### src/rtl/core/bounded_deque_engine_unit_macros.svh
// assertion helpers for the deque engine
// expects clk and rst in the scope of use
`ifndef BOUNDED_DEQUE_ENGINE_UNIT_MACROS_SVH
`define BOUNDED_DEQUE_ENGINE_UNIT_MACROS_SVH

// consequence holds in the same cycle
`define BDE_ASSERT_NOW(label, pre, post, msg) \
  label: assert property (@(posedge clk) disable iff (rst) (pre) |-> (post)) else $error(msg);

// consequence holds in the next cycle
`define BDE_ASSERT_NEXT(label, pre, post, msg) \
  label: assert property (@(posedge clk) disable iff (rst) (pre) |=> (post)) else $error(msg);

`endif

### src/rtl/core/bde_pkg.sv
`timescale 1ns / 1ps

package bde_pkg;

  localparam int CMD_BITS    = 3;
  localparam int VALUE_BITS  = 32;
  localparam int POS_BITS    = 9;
  localparam int STATUS_BITS = 2;
  localparam int COUNT_BITS  = 9;

  typedef enum logic [CMD_BITS-1:0] {
    CMD_PUSH_BACK  = 3'd0,
    CMD_PUSH_FRONT = 3'd1,
    CMD_POP_BACK   = 3'd2,
    CMD_POP_FRONT  = 3'd3,
    CMD_INSERT     = 3'd4,
    CMD_ERASE      = 3'd5
  } cmd_t;

  typedef enum logic [STATUS_BITS-1:0] {
    ST_OK    = 2'd0,
    ST_EMPTY = 2'd1,
    ST_FULL  = 2'd2,
    ST_RANGE = 2'd3
  } status_t;

  // controller to datapath
  typedef struct packed {
    logic latch_in;
    logic apply;
    logic rd_src;
    logic wr_shift;
    logic ins_put;
    logic era_done;
    logic rd_front;
    logic take_front;
    logic rd_back;
    logic load_out;
  } ctl_t;

  // datapath to controller
  typedef struct packed {
    logic is_insert;
    logic is_erase;
    logic op_ok;
    logic empty;
    logic ins_more;
    logic era_more;
    logic out_busy;
  } sts_t;

endpackage

### src/rtl/core/bde_ctrl.sv
`timescale 1ns / 1ps

module bde_ctrl (
  input  logic          clk,
  input  logic          rst,
  input  logic          in_valid,
  output logic          ready,
  input  bde_pkg::sts_t sts,
  output bde_pkg::ctl_t ctl
);

  typedef enum logic [3:0] {
    S_IDLE,
    S_DECIDE,
    S_INS_LOOP,
    S_INS_WR,
    S_ERA_LOOP,
    S_ERA_WR,
    S_RD_F,
    S_RD_B,
    S_LOAD
  } state_t;

  state_t state;

  always_comb begin
    ctl = '0;
    case (state)
      S_IDLE:     ctl.latch_in = in_valid && ready;
      S_DECIDE:   ctl.apply = 1'b1;
      S_INS_LOOP: begin
        ctl.rd_src  = sts.ins_more;
        ctl.ins_put = !sts.ins_more;
      end
      S_INS_WR:   ctl.wr_shift = 1'b1;
      S_ERA_LOOP: begin
        ctl.rd_src   = sts.era_more;
        ctl.era_done = !sts.era_more;
      end
      S_ERA_WR:   ctl.wr_shift = 1'b1;
      S_RD_F:     ctl.rd_front = !sts.empty;
      S_RD_B: begin
        ctl.take_front = 1'b1;
        ctl.rd_back    = 1'b1;
      end
      S_LOAD:     ctl.load_out = !sts.out_busy;
      default:    ;
    endcase
  end

  always_ff @(posedge clk) begin
    if (rst) begin
      state <= S_IDLE;
      ready <= 1'b1;
    end else begin
      case (state)
        S_IDLE: begin
          if (in_valid && ready) begin
            state <= S_DECIDE;
            ready <= 1'b0;
          end
        end
        S_DECIDE: begin
          if (sts.is_insert && sts.op_ok) begin
            state <= S_INS_LOOP;
          end else if (sts.is_erase && sts.op_ok) begin
            state <= S_ERA_LOOP;
          end else begin
            state <= S_RD_F;
          end
        end
        S_INS_LOOP: state <= sts.ins_more ? S_INS_WR : S_RD_F;
        S_INS_WR:   state <= S_INS_LOOP;
        S_ERA_LOOP: state <= sts.era_more ? S_ERA_WR : S_RD_F;
        S_ERA_WR:   state <= S_ERA_LOOP;
        S_RD_F:     state <= sts.empty ? S_LOAD : S_RD_B;
        S_RD_B:     state <= S_LOAD;
        S_LOAD: begin
          if (!sts.out_busy) begin
            state <= S_IDLE;
            ready <= 1'b1;
          end
        end
        default: begin
          state <= S_IDLE;
          ready <= 1'b1;
        end
      endcase
    end
  end

endmodule
### config.mk
export PLATFORM = sky130hd
export DESIGN_NAME = bde_ctrl
export DESIGN_NICKNAME = d
export VERILOG_FILES = /design/src/rtl/core/bounded_deque_engine_unit_macros.svh /design/src/rtl/core/bde_pkg.sv /design/src/rtl/core/bde_ctrl.sv
export SDC_FILE = /design/constraint.sdc
export NUM_CORES = 1
export LEC_CHECK = 0
export ABC_AREA = 1
export BUFFER_PORTS_ARGS = -buffer_cell sky130_fd_sc_hd__buf_2
export CORE_AREA = 2 2 39 41
export CTS_BUF_LIST = sky130_fd_sc_hd__clkbuf_2 sky130_fd_sc_hd__clkbuf_4 sky130_fd_sc_hd__clkbuf_8
export CTS_CLUSTER_DIAMETER = 120
export DETAILED_ROUTE_END_ITERATION = 6
export DIE_AREA = 0 0 41 43
export PLACE_DENSITY = 0.54
export SLEW_MARGIN = 0
export SYNTH_ARGS = -nofsm -noshare
export SYNTH_HDL_FRONTEND = slang
export SYNTH_SLANG_ARGS = --single-unit
### constraint.sdc
create_clock -name clk -period 1.18 [get_ports clk]
set_input_delay 0.118 -clock clk [delete_from_list [all_inputs] [get_ports clk]]
set_output_delay 0.118 -clock clk [all_outputs]
set_load 0.05 [all_outputs]
==> results of run 1 <==
==> cells by family after synthesis <==
kind of cell / Yosys count / share of synthesized area (%)
AOI/OAI and AO/OA: 9 / 13.82
buffers and inverters: 15 / 15.79
DFF: 5 / 26.32
and+or+nand+nor: 35 / 44.08
==> cell usage after synthesis <==
library cell	count	area, sq um
a21oi_1	3	15.01
buf_4	1	7.510
clkinv_1	1	3.750
dfxtp_1	5	100.1
inv_1	10	37.54
inv_2	3	11.26
nand2_1	14	52.55
nand2_2	2	12.51
nand3_1	4	20.02
nand4_1	4	25.02
nor2_1	6	22.52
nor2_2	3	18.77
nor2_4	1	11.26
nor3_1	1	5.000
o211ai_1	1	7.510
o21ai_0	2	10.01
o21ai_1	1	5.000
o21bai_1	1	7.510
o31ai_1	1	7.510
==> power by group through the flow <==
stage,Sequential [mW],Clock (mW),Combinational (mW)
floorplan,0.382,0,0.833
global placement,0.334,0,1.27
detailed placement,0.339,0,1.26
CTS,0.359,0.228,1.46
global route,0.389,0.246,1.78
finish,0.381,0.219,1.66
==> registers in the layout, summed over array words and instances, names as in the netlist <==
register and cells:
state 4, ready 1
==> path summary, 6_finish.rpt <==
path         startpoint       end  slack, ps  cells past startpoint
max            state[2]    ctl[5]       -190                      5
min                 rst  state[3]         90                      2
min reg2reg       ready     ready        460                      2
max reg2reg    state[2]  state[2]        -10                      8
==> final cells by class <==
| cell class | count | area (sq um) |
|---|---|---|
| inverters | 14 | 62.56 |
| repair buffers | 36 | 301.5 |
| well taps | 16 | 20.02 |
| flip-flops and latches | 5 | 116.4 |
| multi-input cells | 44 | 306.5 |
| fillers | 126 | 546.8 |
| clock buffers | 4 | 30.03 |
==> cells in the final DEF, fill, tap and decap left out, types with 2 or more instances in the layout <==
master / count
nor2_1: 5
clkbuf_4: 4
buf_2: 10
inv_4: 2
inv_1: 8
dfxtp_4: 4
inv_2: 2
buf_6: 11
nand3_1: 4
buf_8: 2
nand2_1: 9
nand4_1: 4
a21oi_1: 2
nand2_2: 4
nand2_4: 3
buf_4: 13
o21ai_0: 2
nor2_4: 5
==> metrics by stage <==
stage,util (%),setup TNS (ps),worst slack (ps)
final,60.49,-1201,-189.5
after global routing,60.49,-2080,-258.9
after CTS,55.43,-1416,-174.8
after detailed placement,45.03,-20.02,-20.02
after global placement,45.03,-1.526,-1.526
after floorplan,-,-216.6,-131.2
==> layer usage <==
metal / share of wire, % / vias to the layer above / global-route usage (%)
met5: 0 / - / 0
met4: 0.76 / 0 / 10.00
met3: 2.4 / 2 / 6.283
met2: 55 / 10 / 26.25
met1: 42 / 262 / 18.45
li1: - / 285 / -
==> repair_timing <==
action	in CTS	in global routing
hold buffers	0	0
pin swaps	4	7
resized for setup	27	15
endpoints found under the setup margin	10	13
setup buffers	4	4
hold endpoints to repair	0	0
==> flow_metrics.py, run 1 <==
metrics = {
    "grt": {
        "grt_max_degree": 7,
        "grt.total_usage_pct": 16.90,
        "antenna_found_initial": 0,
        "grt_pass1_vias": 515,
        "grt-ovfl-total": 0,
        "grt_pass1_wl_um": 1966,
    },
    "timing": {
        "tightest_slew_ps": 244.4,
        "finalSetupViolations": 11,
        "hold_viol_final": 0,
        "fin_ws_ps": -189.5,
        "finClkSkew_ps": 4.259,
        "finalCriticalPeriod_ps": 1369,
        "holdWs_ps": 87.85,
        "rsz0062_at_grt": "yes",
        "finalCritPeriodShare_pct": 116.1,
        "fmax_ghz": 0.7302,
        "slew_headroom_pct": 83.53,
        "slew_violations": 0,
    },
    "place": {
        "placed_cell_area_sq_um": 623.1,
        "portBuffers": 20,
        "dpl.hpwl_um": 905.9,
        "gp_congestion": 0.7744,
        "placed_cells": 108,
    },
    "die": {
        "core_sq_um": 1384,
        "die_x_um": 41,
        "initial_core_util_pct": 27.49,
        "die_h_um": 43,
        "io_pins": 21,
        "dieArea_sq_um": 1763,
        "rows": 14,
    },
    "worst_setup_path": {
        "path_class": "flop to primary output",
        "crit_buf_inv": 3,
        "cp_slowest_cell": "dfxtp_4",
        "critPathTopFamily": "buffers and inverters",
        "cp.arrival_ps": 1250,
        "critPathMaxFanout": 4,
        "start_kind": "flop",
        "crit_chain": "nor2_4, buf_6, nand4_1, inv_1, buf_6",
        "cp_common_cell": "buf_6",
        "cp.required_ps": 1060,
        "slowest_delay_ps": 360,
        "endpoint_kind": "primary output",
    },
    "drt": {
        "final_antenna_net_count": 0,
        "drt_wl_total_um": 1321,
        "wire_per_inst_um": 11.10,
        "vias": 559,
        "drc": 0,
        "vias_per_cell": 4.697,
        "drt_pre_antenna_iters": 4,
        "drt-initial-drc-count": 5,
    },
    "layout": {
        "diodes": 0,
        "final_cells": 119,
        "drive_gt1_share_pct": 63.11,
        "nets": 114,
        "final_area_sq_um": 837.1,
        "syn2layout_area_growth_pct": 120.1,
    },
    "power_and_ir_drop": {
        "leakagePower_nw": 0.4503,
        "seq_power_share_pct": 16.9,
        "ir_drop_mv": 1.204,
        "power.switching_mw": 1.135,
        "p_sw_share_pct": 50.29,
        "total_power_mw": 2.257,
        "pwr-share-comb_pct": 73.4,
        "powerDensity_nw_per_um2": 2696,
        "p_clk_share_pct": 9.7,
        "p_int_mw": 1.122,
    },
    "clocking": {
        "ctsLongestPathBuffers": 2,
        "h-tree-depth": 1,
        "tritoncts": "yes",
        "clkSlewWorstSetupHoldPaths_ps": 40,
        "cts_buffers": 3,
        "clock_latency_ps": 240,
        "cts_root_buf": "clkbuf_4",
        "clock-sinks": 5,
    },
    "synth": {
        "yosys_warnings": 0,
        "ys_ff_latch": 5,
        "postSynthAreaPerCell_sq_um": 5.943,
        "mappedNetlistArea_sq_um": 380.4,
        "synthCells": 64,
        "ys_seq_area_share_pct": 26.32,
        "netlist-cell-type-count": 19,
        "synth.net_count": 74,
    },
    "status": {
        "violations": "negative setup slack",
        "status": "complete, but fails checks",
    },
    "hold_path": {
        "min_path_type": "primary input to flop",
    },
    "job": {
        "maxCapViolations": 0,
    },
}
Power figures use the tool's default switching activity.
==> run 2: changes to the inputs <==
--- a/config.mk
+++ b/config.mk
@@ -6,13 +6,13 @@
 export NUM_CORES = 1
 export LEC_CHECK = 0
 export ABC_AREA = 1
-export BUFFER_PORTS_ARGS = -buffer_cell sky130_fd_sc_hd__buf_2
 export CORE_AREA = 2 2 39 41
 export CTS_BUF_LIST = sky130_fd_sc_hd__clkbuf_2 sky130_fd_sc_hd__clkbuf_4 sky130_fd_sc_hd__clkbuf_8
 export CTS_CLUSTER_DIAMETER = 120
 export DETAILED_ROUTE_END_ITERATION = 6
 export DIE_AREA = 0 0 41 43
-export PLACE_DENSITY = 0.54
+export DONT_BUFFER_PORTS = 1
+export PLACE_DENSITY = 0.4
 export SLEW_MARGIN = 0
 export SYNTH_ARGS = -nofsm -noshare
 export SYNTH_HDL_FRONTEND = slang
==> flow_metrics.py, run 2 (synthesized netlist as in run 1, its figures left out) <==
metrics = {
    "status": {
        "status": "complete, but fails checks",
        "violations": "negative setup slack",
    },
    "timing": {
        "finClkSkew_ps": 0.2778,
        "tightest_slew_ps": 221.3,
        "tns_ps": -912.6,
        "finalCriticalPeriod_ps": 1338,
        "slew_violations": 0,
        "fmax_ghz": 0.7475,
        "rsz0062_at_grt": "yes",
        "slew_headroom_pct": 85.29,
        "finalSetupViolations": 10,
        "finalCritPeriodShare_pct": 113.4,
        "hold_viol_final": 0,
        "fin_ws_ps": -157.7,
    },
    "layout": {
        "drive_gt1_share_pct": 61.54,
        "diodes": 0,
        "final_area_sq_um": 842.1,
        "largest_reg_flops": 4,
        "multi_input_area_sq_um": 306.5,
        "top_register": "state",
        "reg_top3": "state x4, ready x1",
        "fillers": 121,
        "final_common_cell": "buf_4",
        "register_area_sq_um": 116.4,
        "final_util_pct": 60.85,
        "syn2layout_area_growth_pct": 121.4,
        "nets": 102,
        "layout_common_cells": "buf_4 (11), nand2_1 (10), buf_12 (9)",
    },
    "worst_setup_path": {
        "cp.required_ps": 1060,
        "path_class": "flop to primary output",
        "start_kind": "flop",
        "cp_slowest_cell": "dfxtp_4",
        "cp.arrival_ps": 1220,
        "critPathTopFamily": "flip-flops",
        "critPathMaxFanout": 4,
        "crit_chain": "nor2_4, nand2_2, o31ai_4, buf_12",
        "endpoint_kind": "primary output",
        "slowest_delay_ps": 360,
        "crit_buf_inv": 1,
    },
    "clocking": {
        "clock_latency_ps": 230,
        "ctsLongestPathBuffers": 2,
        "tritoncts": "yes",
        "cts_buffers": 3,
        "clock-sinks": 5,
        "clkSlewWorstSetupHoldPaths_ps": 40,
        "cts_root_buf": "clkbuf_4",
        "h-tree-depth": 1,
    },
    "die": {
        "rows": 14,
        "core_sq_um": 1384,
        "die_x_um": 41,
        "die_h_um": 43,
        "io_pins": 21,
        "initial_core_util_pct": 27.49,
        "dieArea_sq_um": 1763,
    },
    "drt": {
        "drt_pre_antenna_iters": 3,
        "vias": 508,
        "wire_per_inst_um": 10.87,
        "drt_wl_total_um": 1163,
        "final_antenna_net_count": 0,
        "drt-initial-drc-count": 5,
        "drc": 0,
        "vias_per_cell": 4.748,
    },
    "grt": {
        "grt_pass1_wl_um": 1856,
        "grt.total_usage_pct": 15.66,
        "grt-ovfl-total": 0,
        "grt_max_degree": 7,
        "grt_pass1_vias": 483,
        "antenna_found_initial": 0,
    },
    "place": {
        "place_worst_setup_slack_ps": 49.94,
        "gp_congestion": 0.7816,
        "dpl.hpwl_um": 857.6,
        "placed_cell_area_sq_um": 665.6,
        "portBuffers": 0,
    },
    "power_and_ir_drop": {
        "ir_drop_mv": 1.438,
        "powerDensity_nw_per_um2": 2731,
        "leakagePower_nw": 0.4117,
    },
    "job": {
        "maxCapViolations": 0,
    },
    "hold_path": {
        "min_path_type": "primary input to flop",
    },
}
==> run 2: power breakdown <==
part | total [mW] | switching [mW] | leakage (nW) | internal, mW
Sequential | 0.383 | 0.120 | 0.0436 | 0.263
Combinational | 1.71 | 0.929 | 0.350 | 0.777
Clock | 0.211 | 0.0606 | 0.0184 | 0.150
==> run 2: path summary, 6_finish.rpt <==
path,to,slack (ps),from,cells after the start
worst max-delay path,ctl[7],-160,state[2],4
worst min-delay path,state[2],30,rst,2
worst max register to register,ready,80,state[2],6
worst min register to register,ready,550,state[3],2
==> run 2: cell type report <==
type | instances | area share, %
multi-input combinational | 44 | 36.40
timing repair buffer | 24 | 36.40
sequential | 5 | 13.82
inverter | 14 | 7.429
clock buffer | 4 | 3.566
tap | 16 | 2.377
==> run 2: worst register-to-register path, cell delays in order (launching register included) <==
cell and delay, ps:
dfxtp_4 360, nor2_4 120, buf_6 130, nand2_2 60
nor2_4 130, buf_4 120, o21ai_1 60
==> run 2: timing repair <==
item / in CTS / in global routing
hold buffers: 1 / 0
setup endpoints to repair: 10 / 13
gates resized for setup: 19 / 4
buffers inserted: 8 / 2
pin swaps: 6 / 4
hold endpoints to repair: 4 / 0
==> run 2: metal layers <==
layer / global-route usage [%] / vias to the layer above / share of wire (%)
li1: - / 261 / -
met1: 18.65 / 233 / 40
met2: 23.44 / 12 / 53
met3: 4.188 / 2 / 5.0
met4: 10.00 / 0 / 1.2
met5: 0 / - / 0
==> run 2: per-stage QoR <==
step | cells | power, mW | hold WS [ps]
floorplan | 64 | 1.215 | 177.4
global placement | 92 | 1.734 | 181.8
detailed placement | 92 | 1.732 | 185.6
CTS | 105 | 2.205 | 27.17
global route | 107 | 2.451 | 56.22
finish | 107 | 2.300 | 33.39
==> run 3: changes to the inputs <==
--- a/config.mk
+++ b/config.mk
@@ -13,6 +13,7 @@
 export DIE_AREA = 0 0 41 43
 export DONT_BUFFER_PORTS = 1
 export PLACE_DENSITY = 0.4
+export SETUP_SLACK_MARGIN = 0.02
 export SLEW_MARGIN = 0
 export SYNTH_ARGS = -nofsm -noshare
 export SYNTH_HDL_FRONTEND = slang
==> flow_metrics.py, run 3 (synthesized netlist as in run 1, its figures left out) <==
metrics = {
    "grt": {
        "grt.total_usage_pct": 14.67,
        "grt_pass1_vias": 444,
        "antenna_found_initial": 0,
        "grt-ovfl-total": 0,
        "grt_pass1_wl_um": 1738,
        "grt_max_degree": 7,
    },
    "power_and_ir_drop": {
        "leakagePower_nw": 0.3828,
        "seq_power_share_pct": 17.5,
        "ir_drop_mv": 1.440,
        "p_clk_share_pct": 10.1,
        "p_int_mw": 1.089,
        "pwr-share-comb_pct": 72.4,
        "powerDensity_nw_per_um2": 2734,
        "power.switching_mw": 1.059,
        "p_sw_share_pct": 49.29,
    },
    "timing": {
        "finClkSkew_ps": 3.880,
        "slew_headroom_pct": 85.40,
        "tightest_slew_ps": 216.7,
        "finalCriticalPeriod_ps": 1331,
        "finalCritPeriodShare_pct": 112.8,
        "fmax_ghz": 0.7514,
        "finalSetupViolations": 10,
        "slew_violations": 0,
        "rsz0062_at_grt": "yes",
        "fin_ws_ps": -150.9,
        "hold_viol_final": 0,
    },
    "drt": {
        "vias": 473,
        "drt_pre_antenna_iters": 4,
        "drt_wl_total_um": 1043,
        "wire_per_inst_um": 10.23,
        "vias_per_cell": 4.637,
        "drt-initial-drc-count": 9,
        "final_antenna_net_count": 0,
        "drc": 0,
    },
    "layout": {
        "final_util_pct": 56.78,
        "syn2layout_area_growth_pct": 106.6,
        "nets": 97,
        "top_register": "state",
        "diodes": 0,
        "largest_reg_flops": 4,
        "reg_top3": "state x4, ready x1",
        "fillers": 133,
        "layout_common_cells": "nand2_1 (11), buf_12 (9), buf_4 (7)",
        "drive_gt1_share_pct": 55.81,
        "final_common_cell": "nand2_1",
    },
    "die": {
        "die_x_um": 41,
        "rows": 14,
        "io_pins": 21,
        "die_h_um": 43,
        "initial_core_util_pct": 27.49,
        "dieArea_sq_um": 1763,
        "core_sq_um": 1384,
    },
    "worst_setup_path": {
        "r2r_slack_ps": 80,
        "start_kind": "flop",
        "endpoint_kind": "primary output",
        "cp.required_ps": 1060,
        "reg2regPathDepth": 6,
        "path_class": "flop to primary output",
        "r2r_end": "ready",
        "r2r-start": "state[2]",
        "critPathMaxFanout": 4,
        "cp.arrival_ps": 1210,
    },
    "clocking": {
        "ctsLongestPathBuffers": 2,
        "cts_root_buf": "clkbuf_4",
        "clock-sinks": 5,
        "tritoncts": "yes",
        "h-tree-depth": 1,
        "clock_latency_ps": 240,
        "clkSlewWorstSetupHoldPaths_ps": 40,
        "cts_buffers": 3,
    },
    "hold_path": {
        "min_to": "state[2]",
        "hold_depth": 2,
        "min_path_type": "primary input to flop",
        "hp-start": "rst",
    },
    "place": {
        "gp_congestion": 0.7400,
        "place_worst_setup_slack_ps": 56.81,
        "dpl.hpwl_um": 854.8,
        "portBuffers": 0,
    },
    "status": {
        "status": "complete, but fails checks",
        "violations": "negative setup slack",
    },
    "job": {
        "maxCapViolations": 0,
    },
}
[run 3: power groups by stage]
stage | clock network, mW | registers [mW] | logic [mW]
2_1_floorplan | 0 | 0.388 | 0.833
3_3_place_gp | 0 | 0.342 | 1.44
3_5_place_dp | 0 | 0.342 | 1.44
4_1_cts | 0.230 | 0.360 | 1.54
5_1_grt | 0.236 | 0.387 | 1.67
6_report | 0.218 | 0.375 | 1.56
[run 3: critical path, cell delays in order, from the launching register on]
cell	delay [ps]
dfxtp_2	350
nor2_4	130
nand2_2	100
o31ai_4	220
buf_12	170
[run 3: stage by stage]
stage / cell area (sq um) / total power, mW / instances / hold WS (ps) / setup TNS (ps)
2_1_floorplan: 449.2 / 1.220 / 64 / 177.4 / -216.6
3_3_place_gp: 683.2 / 1.783 / 94 / 180.9 / 0
3_5_place_dp: 683.2 / 1.778 / 94 / 184.8 / 0
4_1_cts: 774.5 / 2.130 / 102 / 15.97 / -1094
5_1_grt: 785.8 / 2.293 / 102 / 28.95 / -1510
6_report: 785.8 / 2.148 / 102 / 25.13 / -855.1
[run 3: layout make-up]
cell class | instances | area, sq um | share of cell area, %
Clock buffer | 4 | 30.03 | 3.822
Sequential cell | 5 | 116.4 | 14.81
Timing Repair Buffer | 19 | 265.3 | 33.76
Tap cell | 16 | 20.02 | 2.548
Multi-Input combinational cell | 44 | 291.5 | 37.10
Inverter | 14 | 62.56 | 7.962
[run 3: metal layers]
layer,share of wire [%],vias to the layer above,GRT usage [%]
met5,0,-,0
met4,1.4,0,8.000
met3,5.9,2,3.665
met2,51,14,21.88
met1,42,208,18.39
li1,-,249,-
[run 3: worst max-delay path by stage]
stage | start | endpoint | slack, ps
after floorplan | state[3] | ctl[2] | -130
after global placement | state[1] | ctl[7] | 50
after detailed placement | state[1] | ctl[7] | 60
after CTS | state[2] | ctl[5] | -160
after global routing | state[2] | ctl[7] | -220
final | state[2] | ctl[7] | -150
[run 3: what timing repair did]
action                                 4_1_cts  5_1_grt
gates resized for setup                     13        4
hold buffers                                 1        0
pin swaps                                    2        2
setup endpoints to repair                   10       12
buffers inserted                             3        0
endpoints found under the hold margin        4        0
